[src/sv/rgbhsl_pkg.sv]
// Package: shared widths, constants and types of the RGB to HSL converter.
`timescale 1ns / 1ps
`default_nettype none

package rgbhsl_pkg;

   localparam int CHAN_W     = 8;   // one color channel
   localparam int HUE_W      = 15;  // hue in 1/64 degree
   localparam int FRAC_W     = 16;  // Q0.16 saturation and lightness
   localparam int SUM_W      = CHAN_W + 1;
   localparam int NUM_W      = 24;  // signed hue numerator before wrap
   localparam int HUE_DVD_W  = 23;  // hue numerator after wrap, below 23040*255
   localparam int SAT_DVD_W  = CHAN_W + FRAC_W;
   localparam int QUOT_W     = FRAC_W + 1;  // both quotients fit in 17 bits

   localparam logic [HUE_W-1:0]  HUE_MAX   = 15'd23039;
   localparam logic [FRAC_W-1:0] FRAC_MAX  = 16'hFFFF;
   localparam logic [SUM_W-1:0]  SUM_MID   = 9'd255;
   localparam logic [SUM_W-1:0]  SUM_TOP   = 9'd510;

   // hue numerator scale factors, all in 1/64 degree per unit of chroma
   localparam logic signed [NUM_W-1:0] HUE_SCALE     = 24'sd3840;   // 60 * 64
   localparam logic signed [NUM_W-1:0] HUE_OFS_GREEN = 24'sd7680;   // 120 * 64
   localparam logic signed [NUM_W-1:0] HUE_OFS_BLUE  = 24'sd15360;  // 240 * 64
   localparam logic signed [NUM_W-1:0] HUE_FULL      = 24'sd23040;  // 360 * 64

   typedef enum logic [2:0] {
      SECTOR_RED   = 3'b001,
      SECTOR_GREEN = 3'b010,
      SECTOR_BLUE  = 3'b100
   } sector_type;

   typedef struct packed {
      logic              grey;
      logic [FRAC_W-1:0] light;
   } side_type;

endpackage

`default_nettype wire

[src/sv/rgbhsl_div.sv]
// Module: pipelined restoring divider, one quotient bit per register stage.
`timescale 1ns / 1ps
`default_nettype none

module rgbhsl_div #(
   parameter int DIVIDEND_W = 24,
   parameter int DIVISOR_W  = 8,
   parameter int QUOT_W     = 17
) (
   input  logic                  clock,
   input  logic [DIVIDEND_W-1:0] dividend,
   input  logic [DIVISOR_W-1:0]  divisor,
   output logic [QUOT_W-1:0]     quotient
);

   // Caller guarantees dividend < divisor * 2**QUOT_W, so the head of the
   // dividend is already below the divisor and the remainder stays narrow.
   localparam int HEAD_W = DIVIDEND_W - QUOT_W;

   logic [DIVISOR_W-1:0] rem_src  [QUOT_W];
   logic [QUOT_W-1:0]    bits_src [QUOT_W];
   logic [DIVISOR_W-1:0] den_src  [QUOT_W];
   logic [DIVISOR_W:0]   trial    [QUOT_W];

   logic [DIVISOR_W-1:0] rem_in   [QUOT_W];
   logic [QUOT_W-1:0]    bits_in  [QUOT_W];
   logic [DIVISOR_W-1:0] den_in   [QUOT_W];
   logic [DIVISOR_W-1:0] rem_ff   [QUOT_W];
   logic [QUOT_W-1:0]    bits_ff  [QUOT_W];
   logic [DIVISOR_W-1:0] den_ff   [QUOT_W];

   for (genvar i = 0; i < QUOT_W; i++) begin : g_stage
      if (i == 0) begin : g_first
         logic [HEAD_W-1:0] head;
         assign head        = dividend[DIVIDEND_W-1:QUOT_W];
         assign rem_src[i]  = DIVISOR_W'(head);
         assign bits_src[i] = dividend[QUOT_W-1:0];
         assign den_src[i]  = divisor;
      end else begin : g_next
         assign rem_src[i]  = rem_ff[i-1];
         assign bits_src[i] = bits_ff[i-1];
         assign den_src[i]  = den_ff[i-1];
      end

      // shift in the next dividend bit, subtract when it fits
      assign trial[i]  = {rem_src[i], bits_src[i][QUOT_W-1]};
      assign den_in[i] = den_src[i];

      always_comb begin
         if (trial[i] >= {1'b0, den_src[i]}) begin
            rem_in[i]  = DIVISOR_W'(trial[i] - {1'b0, den_src[i]});
            bits_in[i] = {bits_src[i][QUOT_W-2:0], 1'b1};
         end else begin
            rem_in[i]  = trial[i][DIVISOR_W-1:0];
            bits_in[i] = {bits_src[i][QUOT_W-2:0], 1'b0};
         end
      end

      always_ff @(posedge clock) begin
         rem_ff[i]  <= rem_in[i];
         bits_ff[i] <= bits_in[i];
         den_ff[i]  <= den_in[i];
      end
   end

   assign quotient = bits_ff[QUOT_W-1];

endmodule

`default_nettype wire

[src/sv/rgb_to_hsl_converter.sv]
// Module: top level of the pipelined RGB to HSL pixel converter.
`timescale 1ns / 1ps
`default_nettype none

// Channel    Ports                                      Transfer
// ---------  -----------------------------------------  ---------------------------
// request    start, busy, req_red/green/blue             start high, busy low
// response   rsp_strobe, rsp_hue/saturation/lightness    rsp_strobe high, one cycle
//
// One pixel may enter every clock; busy is always low. Each pixel passes through the
// capture register, three front stages (max/min and sector, numerators, hue wrap),
// 17 stages of the two restoring dividers (one quotient bit each, which sets the
// latency), and the output register.
// Reset clears only the valid bits; the datapath holds no state between pixels.
// The receiver cannot stall, so the pipeline never holds and nothing is dropped.

module rgb_to_hsl_converter
   import rgbhsl_pkg::*;
(
   input  logic              clock,
   input  logic              reset,

   input  logic              start,
   output logic              busy,
   input  logic [CHAN_W-1:0] req_red,
   input  logic [CHAN_W-1:0] req_green,
   input  logic [CHAN_W-1:0] req_blue,

   output logic              rsp_strobe,
   output logic [HUE_W-1:0]  rsp_hue,
   output logic [FRAC_W-1:0] rsp_saturation,
   output logic [FRAC_W-1:0] rsp_lightness
);

   // the pipeline always advances
   assign busy = 1'b0;

   // ---------------------------------------------------------------- stage A
   // Capture the pixel on transfer.
   logic              valid_a_ff;
   logic [CHAN_W-1:0] red_a_ff, green_a_ff, blue_a_ff;

   always_ff @(posedge clock) begin
      if (reset) begin
         valid_a_ff <= 1'b0;
      end else begin
         valid_a_ff <= start & ~busy;
      end
      red_a_ff   <= req_red;
      green_a_ff <= req_green;
      blue_a_ff  <= req_blue;
   end

   // ---------------------------------------------------------------- stage B
   // Find max and min, pick the hue sector (red tested first, then green)
   // and the signed channel difference that drives it.
   logic                     valid_b_ff;
   logic [CHAN_W-1:0]        hi_b_in, lo_b_in, hi_b_ff, lo_b_ff;
   sector_type               sector_b_in, sector_b_ff;
   logic signed [CHAN_W:0]   diff_b_in, diff_b_ff;
   logic signed [CHAN_W:0]   red_s, green_s, blue_s;

   assign red_s   = $signed({1'b0, red_a_ff});
   assign green_s = $signed({1'b0, green_a_ff});
   assign blue_s  = $signed({1'b0, blue_a_ff});

   always_comb begin
      hi_b_in = red_a_ff;
      lo_b_in = red_a_ff;
      if (green_a_ff > hi_b_in) hi_b_in = green_a_ff;
      if (blue_a_ff > hi_b_in)  hi_b_in = blue_a_ff;
      if (green_a_ff < lo_b_in) lo_b_in = green_a_ff;
      if (blue_a_ff < lo_b_in)  lo_b_in = blue_a_ff;

      if (hi_b_in == red_a_ff) begin
         sector_b_in = SECTOR_RED;
         diff_b_in   = green_s - blue_s;
      end else if (hi_b_in == green_a_ff) begin
         sector_b_in = SECTOR_GREEN;
         diff_b_in   = blue_s - red_s;
      end else begin
         sector_b_in = SECTOR_BLUE;
         diff_b_in   = red_s - green_s;
      end
   end

   always_ff @(posedge clock) begin
      if (reset) begin
         valid_b_ff <= 1'b0;
      end else begin
         valid_b_ff <= valid_a_ff;
      end
      hi_b_ff     <= hi_b_in;
      lo_b_ff     <= lo_b_in;
      sector_b_ff <= sector_b_in;
      diff_b_ff   <= diff_b_in;
   end

   // ---------------------------------------------------------------- stage C
   // Chroma, sum, raw hue numerator, saturation divisor and lightness.
   logic                     valid_c_ff;
   logic [CHAN_W-1:0]        chroma_c;
   logic [SUM_W-1:0]         sum_c;
   logic signed [NUM_W-1:0]  chroma_s, offset_c;
   logic signed [NUM_W-1:0]  num_c_in, num_c_ff;
   logic [CHAN_W-1:0]        chroma_c_ff;
   logic [SUM_W-1:0]         upper_c;
   logic [CHAN_W-1:0]        den_c_in, den_c_ff;
   logic [FRAC_W-1:0]        scaled_c, scaled_inc;
   logic [FRAC_W:0]          tail_c;
   logic [CHAN_W:0]          frac_c;
   logic [FRAC_W:0]          light_wide;
   logic [FRAC_W-1:0]        light_c_in, light_c_ff;

   assign chroma_c = hi_b_ff - lo_b_ff;
   assign sum_c    = {1'b0, hi_b_ff} + {1'b0, lo_b_ff};
   assign chroma_s = $signed(NUM_W'(chroma_c));

   always_comb begin
      case (sector_b_ff)
         SECTOR_RED:   offset_c = '0;
         SECTOR_GREEN: offset_c = HUE_OFS_GREEN;
         SECTOR_BLUE:  offset_c = HUE_OFS_BLUE;
         default:      offset_c = '0;
      endcase
   end

   assign num_c_in = NUM_W'(diff_b_ff) * HUE_SCALE + offset_c * chroma_s;

   // divisor 255 - |sum - 255| is the smaller of sum and 510 - sum
   assign upper_c  = SUM_TOP - sum_c;
   assign den_c_in = (sum_c <= SUM_MID) ? sum_c[CHAN_W-1:0] : upper_c[CHAN_W-1:0];

   // sum*65536/510 = 128*sum + floor(128*sum/255); the division by 255
   // uses the (x+1 + (x+1)>>8) >> 8 identity, exact over 16 bits
   assign scaled_c   = {sum_c, 7'b0};
   assign scaled_inc = scaled_c + 16'd1;
   assign tail_c     = {1'b0, scaled_inc} + {9'b0, scaled_inc[FRAC_W-1:CHAN_W]};
   assign frac_c     = tail_c[FRAC_W:CHAN_W];
   assign light_wide = {1'b0, scaled_c} + {8'b0, frac_c};
   assign light_c_in = light_wide[FRAC_W] ? FRAC_MAX : light_wide[FRAC_W-1:0];

   always_ff @(posedge clock) begin
      if (reset) begin
         valid_c_ff <= 1'b0;
      end else begin
         valid_c_ff <= valid_b_ff;
      end
      num_c_ff    <= num_c_in;
      chroma_c_ff <= chroma_c;
      den_c_ff    <= den_c_in;
      light_c_ff  <= light_c_in;
   end

   // ---------------------------------------------------------------- stage D
   // Wrap a negative hue by a full turn and stage the divider operands.
   logic                     valid_d_ff;
   logic signed [NUM_W-1:0]  wrapped_d;
   logic [HUE_DVD_W-1:0]     hue_dvd_d_ff;
   logic [CHAN_W-1:0]        hue_den_d_ff;
   logic [SAT_DVD_W-1:0]     sat_dvd_d_ff;
   logic [CHAN_W-1:0]        sat_den_d_ff;
   side_type                 side_d_in, side_d_ff;

   assign wrapped_d = num_c_ff[NUM_W-1]
                      ? num_c_ff + HUE_FULL * $signed(NUM_W'(chroma_c_ff))
                      : num_c_ff;

   assign side_d_in.grey  = (chroma_c_ff == '0);
   assign side_d_in.light = light_c_ff;

   always_ff @(posedge clock) begin
      if (reset) begin
         valid_d_ff <= 1'b0;
      end else begin
         valid_d_ff <= valid_c_ff;
      end
      hue_dvd_d_ff <= wrapped_d[HUE_DVD_W-1:0];
      hue_den_d_ff <= chroma_c_ff;
      sat_dvd_d_ff <= {chroma_c_ff, {FRAC_W{1'b0}}};
      sat_den_d_ff <= den_c_ff;
      side_d_ff    <= side_d_in;
   end

   // ---------------------------------------------------------------- dividers
   logic [QUOT_W-1:0] hue_quot, sat_quot;

   rgbhsl_div #(
      .DIVIDEND_W (HUE_DVD_W),
      .DIVISOR_W  (CHAN_W),
      .QUOT_W     (QUOT_W)
   ) u_hue_div (
      .clock    (clock),
      .dividend (hue_dvd_d_ff),
      .divisor  (hue_den_d_ff),
      .quotient (hue_quot)
   );

   rgbhsl_div #(
      .DIVIDEND_W (SAT_DVD_W),
      .DIVISOR_W  (CHAN_W),
      .QUOT_W     (QUOT_W)
   ) u_sat_div (
      .clock    (clock),
      .dividend (sat_dvd_d_ff),
      .divisor  (sat_den_d_ff),
      .quotient (sat_quot)
   );

   // Carry valid and side data alongside the divider stages.
   logic     valid_q_ff [QUOT_W];
   side_type side_q_ff  [QUOT_W];

   always_ff @(posedge clock) begin
      for (int i = 0; i < QUOT_W; i++) begin
         if (reset) begin
            valid_q_ff[i] <= 1'b0;
         end else if (i == 0) begin
            valid_q_ff[i] <= valid_d_ff;
         end else begin
            valid_q_ff[i] <= valid_q_ff[i-1];
         end
         side_q_ff[i] <= (i == 0) ? side_d_ff : side_q_ff[i-1];
      end
   end

   // ---------------------------------------------------------------- output
   // Zero both quotients for a grey pixel, clamp hue and saturation.
   logic              strobe_ff;
   logic [HUE_W-1:0]  hue_in, hue_ff;
   logic [FRAC_W-1:0] sat_in, sat_ff;
   logic [FRAC_W-1:0] light_ff;
   side_type          side_e;

   assign side_e = side_q_ff[QUOT_W-1];

   always_comb begin
      if (side_e.grey) begin
         hue_in = '0;
      end else if (hue_quot > QUOT_W'(HUE_MAX)) begin
         hue_in = HUE_MAX;
      end else begin
         hue_in = hue_quot[HUE_W-1:0];
      end

      if (side_e.grey) begin
         sat_in = '0;
      end else if (sat_quot[FRAC_W]) begin
         sat_in = FRAC_MAX;
      end else begin
         sat_in = sat_quot[FRAC_W-1:0];
      end
   end

   always_ff @(posedge clock) begin
      if (reset) begin
         strobe_ff <= 1'b0;
      end else begin
         strobe_ff <= valid_q_ff[QUOT_W-1];
      end
      hue_ff   <= hue_in;
      sat_ff   <= sat_in;
      light_ff <= side_e.light;
   end

   assign rsp_strobe     = strobe_ff;
   assign rsp_hue        = hue_ff;
   assign rsp_saturation = sat_ff;
   assign rsp_lightness  = light_ff;

endmodule

`default_nettype wire
[config.mk]
export PLATFORM = sky130hd
export DESIGN_NAME = rgb_to_hsl_converter
export DESIGN_NICKNAME = d
export VERILOG_FILES = /design/src/sv/rgbhsl_pkg.sv /design/src/sv/rgbhsl_div.sv /design/src/sv/rgb_to_hsl_converter.sv
export SDC_FILE = /design/constraint.sdc
export NUM_CORES = 2
export LEC_CHECK = 0
export BUFFER_PORTS_ARGS = -buffer_cell sky130_fd_sc_hd__buf_2
export CAP_MARGIN = 40
export CORE_MARGIN = 8
export CORE_UTILIZATION = 45
export CTS_CLUSTER_DIAMETER = 150
export DETAILED_ROUTE_END_ITERATION = 8
export HOLD_SLACK_MARGIN = 0.05
export PLACE_DENSITY = 0.6
export SLEW_MARGIN = 20
export SYNTH_ARGS = -nofsm -noshare
export SYNTH_HDL_FRONTEND = slang
export SYNTH_SLANG_ARGS = --single-unit
[constraint.sdc]
create_clock -name clock -period 6.45 [get_ports clock]
set_input_delay 1.935 -clock clock [delete_from_list [all_inputs] [get_ports clock]]
set_output_delay 1.935 -clock clock [all_outputs]
set_load 0.05 [all_outputs]
==> summary by stage <==
Synthesis
In this run, synthesis produced a sequential element count of roughly 1.3k. The Yosys warning count is 0. Of the synthesized area, sequential elements account for a little over half.

The synthesized netlist occupies a cell area of approximately 50,000 sq um. The synthesized netlist net count is about 4.9k. Yosys attributes the largest share of cell area to dfxtp_1 55%, ha_1 11%, inv_1 4.4%, mux2_2 3.9%, fa_1 3.6%. The biggest area contributor in the post-synthesis netlist is dfxtp_1. Among all flip-flop cells after synthesis, the most frequent one is dfxtp_1. The area share of the leading cell type in the synthesized netlist is between 50% and 60%. Counting flops with an async set or reset pin after synthesis yields a share of 0%. A synthesized cell averages 11.3 sq um.

The synthesized design contains 0 enable-type register cells. The number of cells produced by synthesis is 4,366. The distinct cell type count after synthesis is 89.

Worst setup path
The largest fanout on the critical path is 5. The largest delay contributor family on the critical path is adder cells. Data on the critical path is required at its endpoint by a little over 7 ns. The cell at the slowest stage of the critical path is fa_1. The most numerous cell type found on the critical path is inv_1. The critical path in this run is classified as reg -> reg.

The worst setup slack for register-to-register paths is 0.54 ns. Counting both buffers and inverters, the worst setup path holds a total of 5. STA classifies the critical path endpoint as a flip-flop. The worst stage delay on the critical path is 0.52 ns. The type of element launching the critical path is a flip-flop. STA puts the critical path data arrival time at 6.53 ns.

Clocking
The root buffer cell is clkbuf_16. Buffers inserted during clock tree synthesis total about 140. The TritonCTS clock tree is done.

The clock drives roughly 1.3k sinks. The post-cts resize count is 0. The clock passes through at most 3 buffers.

The post-CTS setup-driven buffer insertion count is 0. The clock latency on the worst-skew pair is 0.73 ns. After clock tree synthesis, the clock-pin slew on the worst setup and hold paths is ~0.060 ns.

The number of H-tree levels is 4. The hold-fix buffer count after cts is 0.

GRT
Global routing used 13.8% of the available tracks. The initial antenna violation count is 0. The first global-routing pass estimated 138,000 um of wire. The via count of the first global-routing pass came to 28.8k.

The global-route congestion overflow total is 0. Entering global routing, the biggest net connects 30 pins.

STA
Between clock sinks in the finished design, the worst skew comes to approximately 0.029 ns. The number of slew-limit violations in the final report is 0. The pin slew with the least headroom to its limit is between 0.7 and 0.8 ns.

The remaining max-slew budget at the tightest pin is about half. The fmax is about 170 MHz. The total setup violations reported at the end of the flow is 0.

The routed design could run at a clock period as short as about 5.9 ns. Dividing the final minimum period by the clock period gives between 90% and 100%. Setup repair after global routing left no endpoint under its margin. Once routing completed, OpenROAD measured the worst setup slack at 0.540 ns.

After routing, the total negative slack on setup checks comes to 0 ns. The hold violation total from the final report was 0.

Detailed routing
The first routing iteration left between 1k and 1.5k violations. The number of iterations in the first detailed-routing pass is 4. The detailed-route via count is between 20k and 30k. The DRC violations left is 0. The detailed-route vias per instance is about 4.7. The average wire per standard cell is 13.6 um.

The detail route stage leaves a number of antenna-violating nets equal to 0. The total detailed-routing wirelength is 82,700 um.

Final layout
The number of antenna diodes in the final layout is 0. The post-route netlist has a little under an eighth of its cells at a drive strength greater than 1. The area growth from synthesis to layout is 14.2%. Counting the fill cells in the layout gives between 9k and 10k.

The post-layout net count is a little over 5k.

Floorplan
76 I/O pins were placed. The die area is about 120,000 sq um. The die is between 300 and 400 um wide. Row generation in the floorplan step produced ~120 rows. The height of the die is 346 um. The floorplan step defined a core boundary enclosing 109,000 sq um. The initial cell density of the core is a little under half.

Place
At the end of routability-driven placement, the weighted congestion stood at about 0.83. The count of buffers added on input and output ports is 74. The HPWL after detailed placement is 62,700 um. Timing analysis after detailed placement gives a worst setup slack of roughly 0.52 ns.

Status
The flow ran to the end, and the final reports show no timing, DRC or antenna violations.

Worst hold path
The path category of the worst min-delay check is reg -> reg.

Job
The tool flagged a number of max-cap violations equal to 0.
[stage by stage]
step | utilization [%] | cells | cell area [sq um] | hold WS (ns)
final | 51.7 | 6082 | 56100 | 0.311
after global routing | 51.7 | 6082 | 56100 | 0.317
after global placement | 47.1 | 5833 | 51200 | 0.310
after CTS | 51.7 | 6082 | 56100 | 0.310
after floorplan | - | 4366 | 49100 | 0.310
after detailed placement | 47.2 | 5836 | 51200 | 0.312
[registers in the layout, summed over array words and instances, names as in the netlist, 9 cells and up]
register,flops
rsp_saturation,16
diff_b_ff,9
light_c_ff,16
u_sat_div.rem_ff,128
num_c_ff,16
hue_dvd_d_ff,15
rsp_hue,15
side_q_ff,289
u_sat_div.den_ff,125
side_d_ff,17
rsp_lightness,16
valid_q_ff,17
u_sat_div.bits_ff,153
u_hue_div.rem_ff,128
u_hue_div.den_ff,115
u_hue_div.bits_ff,189
[layout make-up]
cell class	instances	area, sq um	share of cell area (%)
sequential	1342	26900	47.9
tap	1414	1770	3.15
timing repair buffer	81	430	0.767
multi-input combinational	2424	20000	35.6
inverter	575	2160	3.85
clock inverter	64	1060	1.89
clock buffer	182	3850	6.87
[worst reg2reg max path, delay by kind of cell (launching register included)]
kind	cells	cell delay (ns)
XOR/XNOR	1	0.12
AO/OA/AOI/OAI	9	1.67
adder cells (fa/ha/maj)	7	2.71
flip-flops	1	0.37
AND/OR/NAND/NOR	3	0.64
buffers and inverters	5	0.28
[synth_stat cells (all sizes together), types with 71 or more instances]
library cell  instances
o21a                 85
xor2                 71
a21oi               131
mux2                171
nor2                324
nand2               126
inv                 574
fa                   89
xnor2               162
o21ai               185
nor2b               107
dfxtp              1342
ha                  433
[cell families after synthesis]
family | Yosys count | synth area share (%)
XOR/XNOR | 233 | 4.21
other | 1 | 0.00763
multiplexers | 231 | 5.14
buffers and inverters | 600 | 4.64
flip-flops | 1342 | 54.7
adder cells (fa/ha/maj) | 522 | 14.7
AND/OR/NAND/NOR | 823 | 8.13
AO/OA/AOI/OAI | 614 | 8.52
[cell usage in the layout, fill, tap and decap left out, types with 60 or more instances in the layout]
cell and instances:
dfxtp_1 1342, inv_1 574, ha_1 433, nor2_1 321, mux2_2 170, xnor2_1 160
clkbuf_16 141, a21oi_1 128, nand2_1 126, o21ai_0 114, nor2b_1 106, fa_1 89
o21a_1 84, buf_2 74, xor2_1 71, o21ai_1 69, mux2i_1 60
[final timing paths]
check	from	endpoint	cells past startpoint
max	lo_b_ff[1]	num_c_ff[23]	25
min	u_sat_div.bits_ff[0][270]	u_sat_div.bits_ff[0][288]	0
max reg2reg	lo_b_ff[1]	num_c_ff[23]	25
min reg2reg	u_sat_div.bits_ff[0][270]	u_sat_div.bits_ff[0][288]	0
[per-layer routing]
layer  share of wire (%)  vias up  track usage, %
met2                  49      340            24.4
li1                    -    14785               -
met1                  44    13038            15.9
met5                   0        -               0
met3                 3.4      197            2.79
met4                 4.1        0            6.65
Power is not shown: default switching activity piles up to over one toggle a cycle in this logic, so the estimate is an artifact.
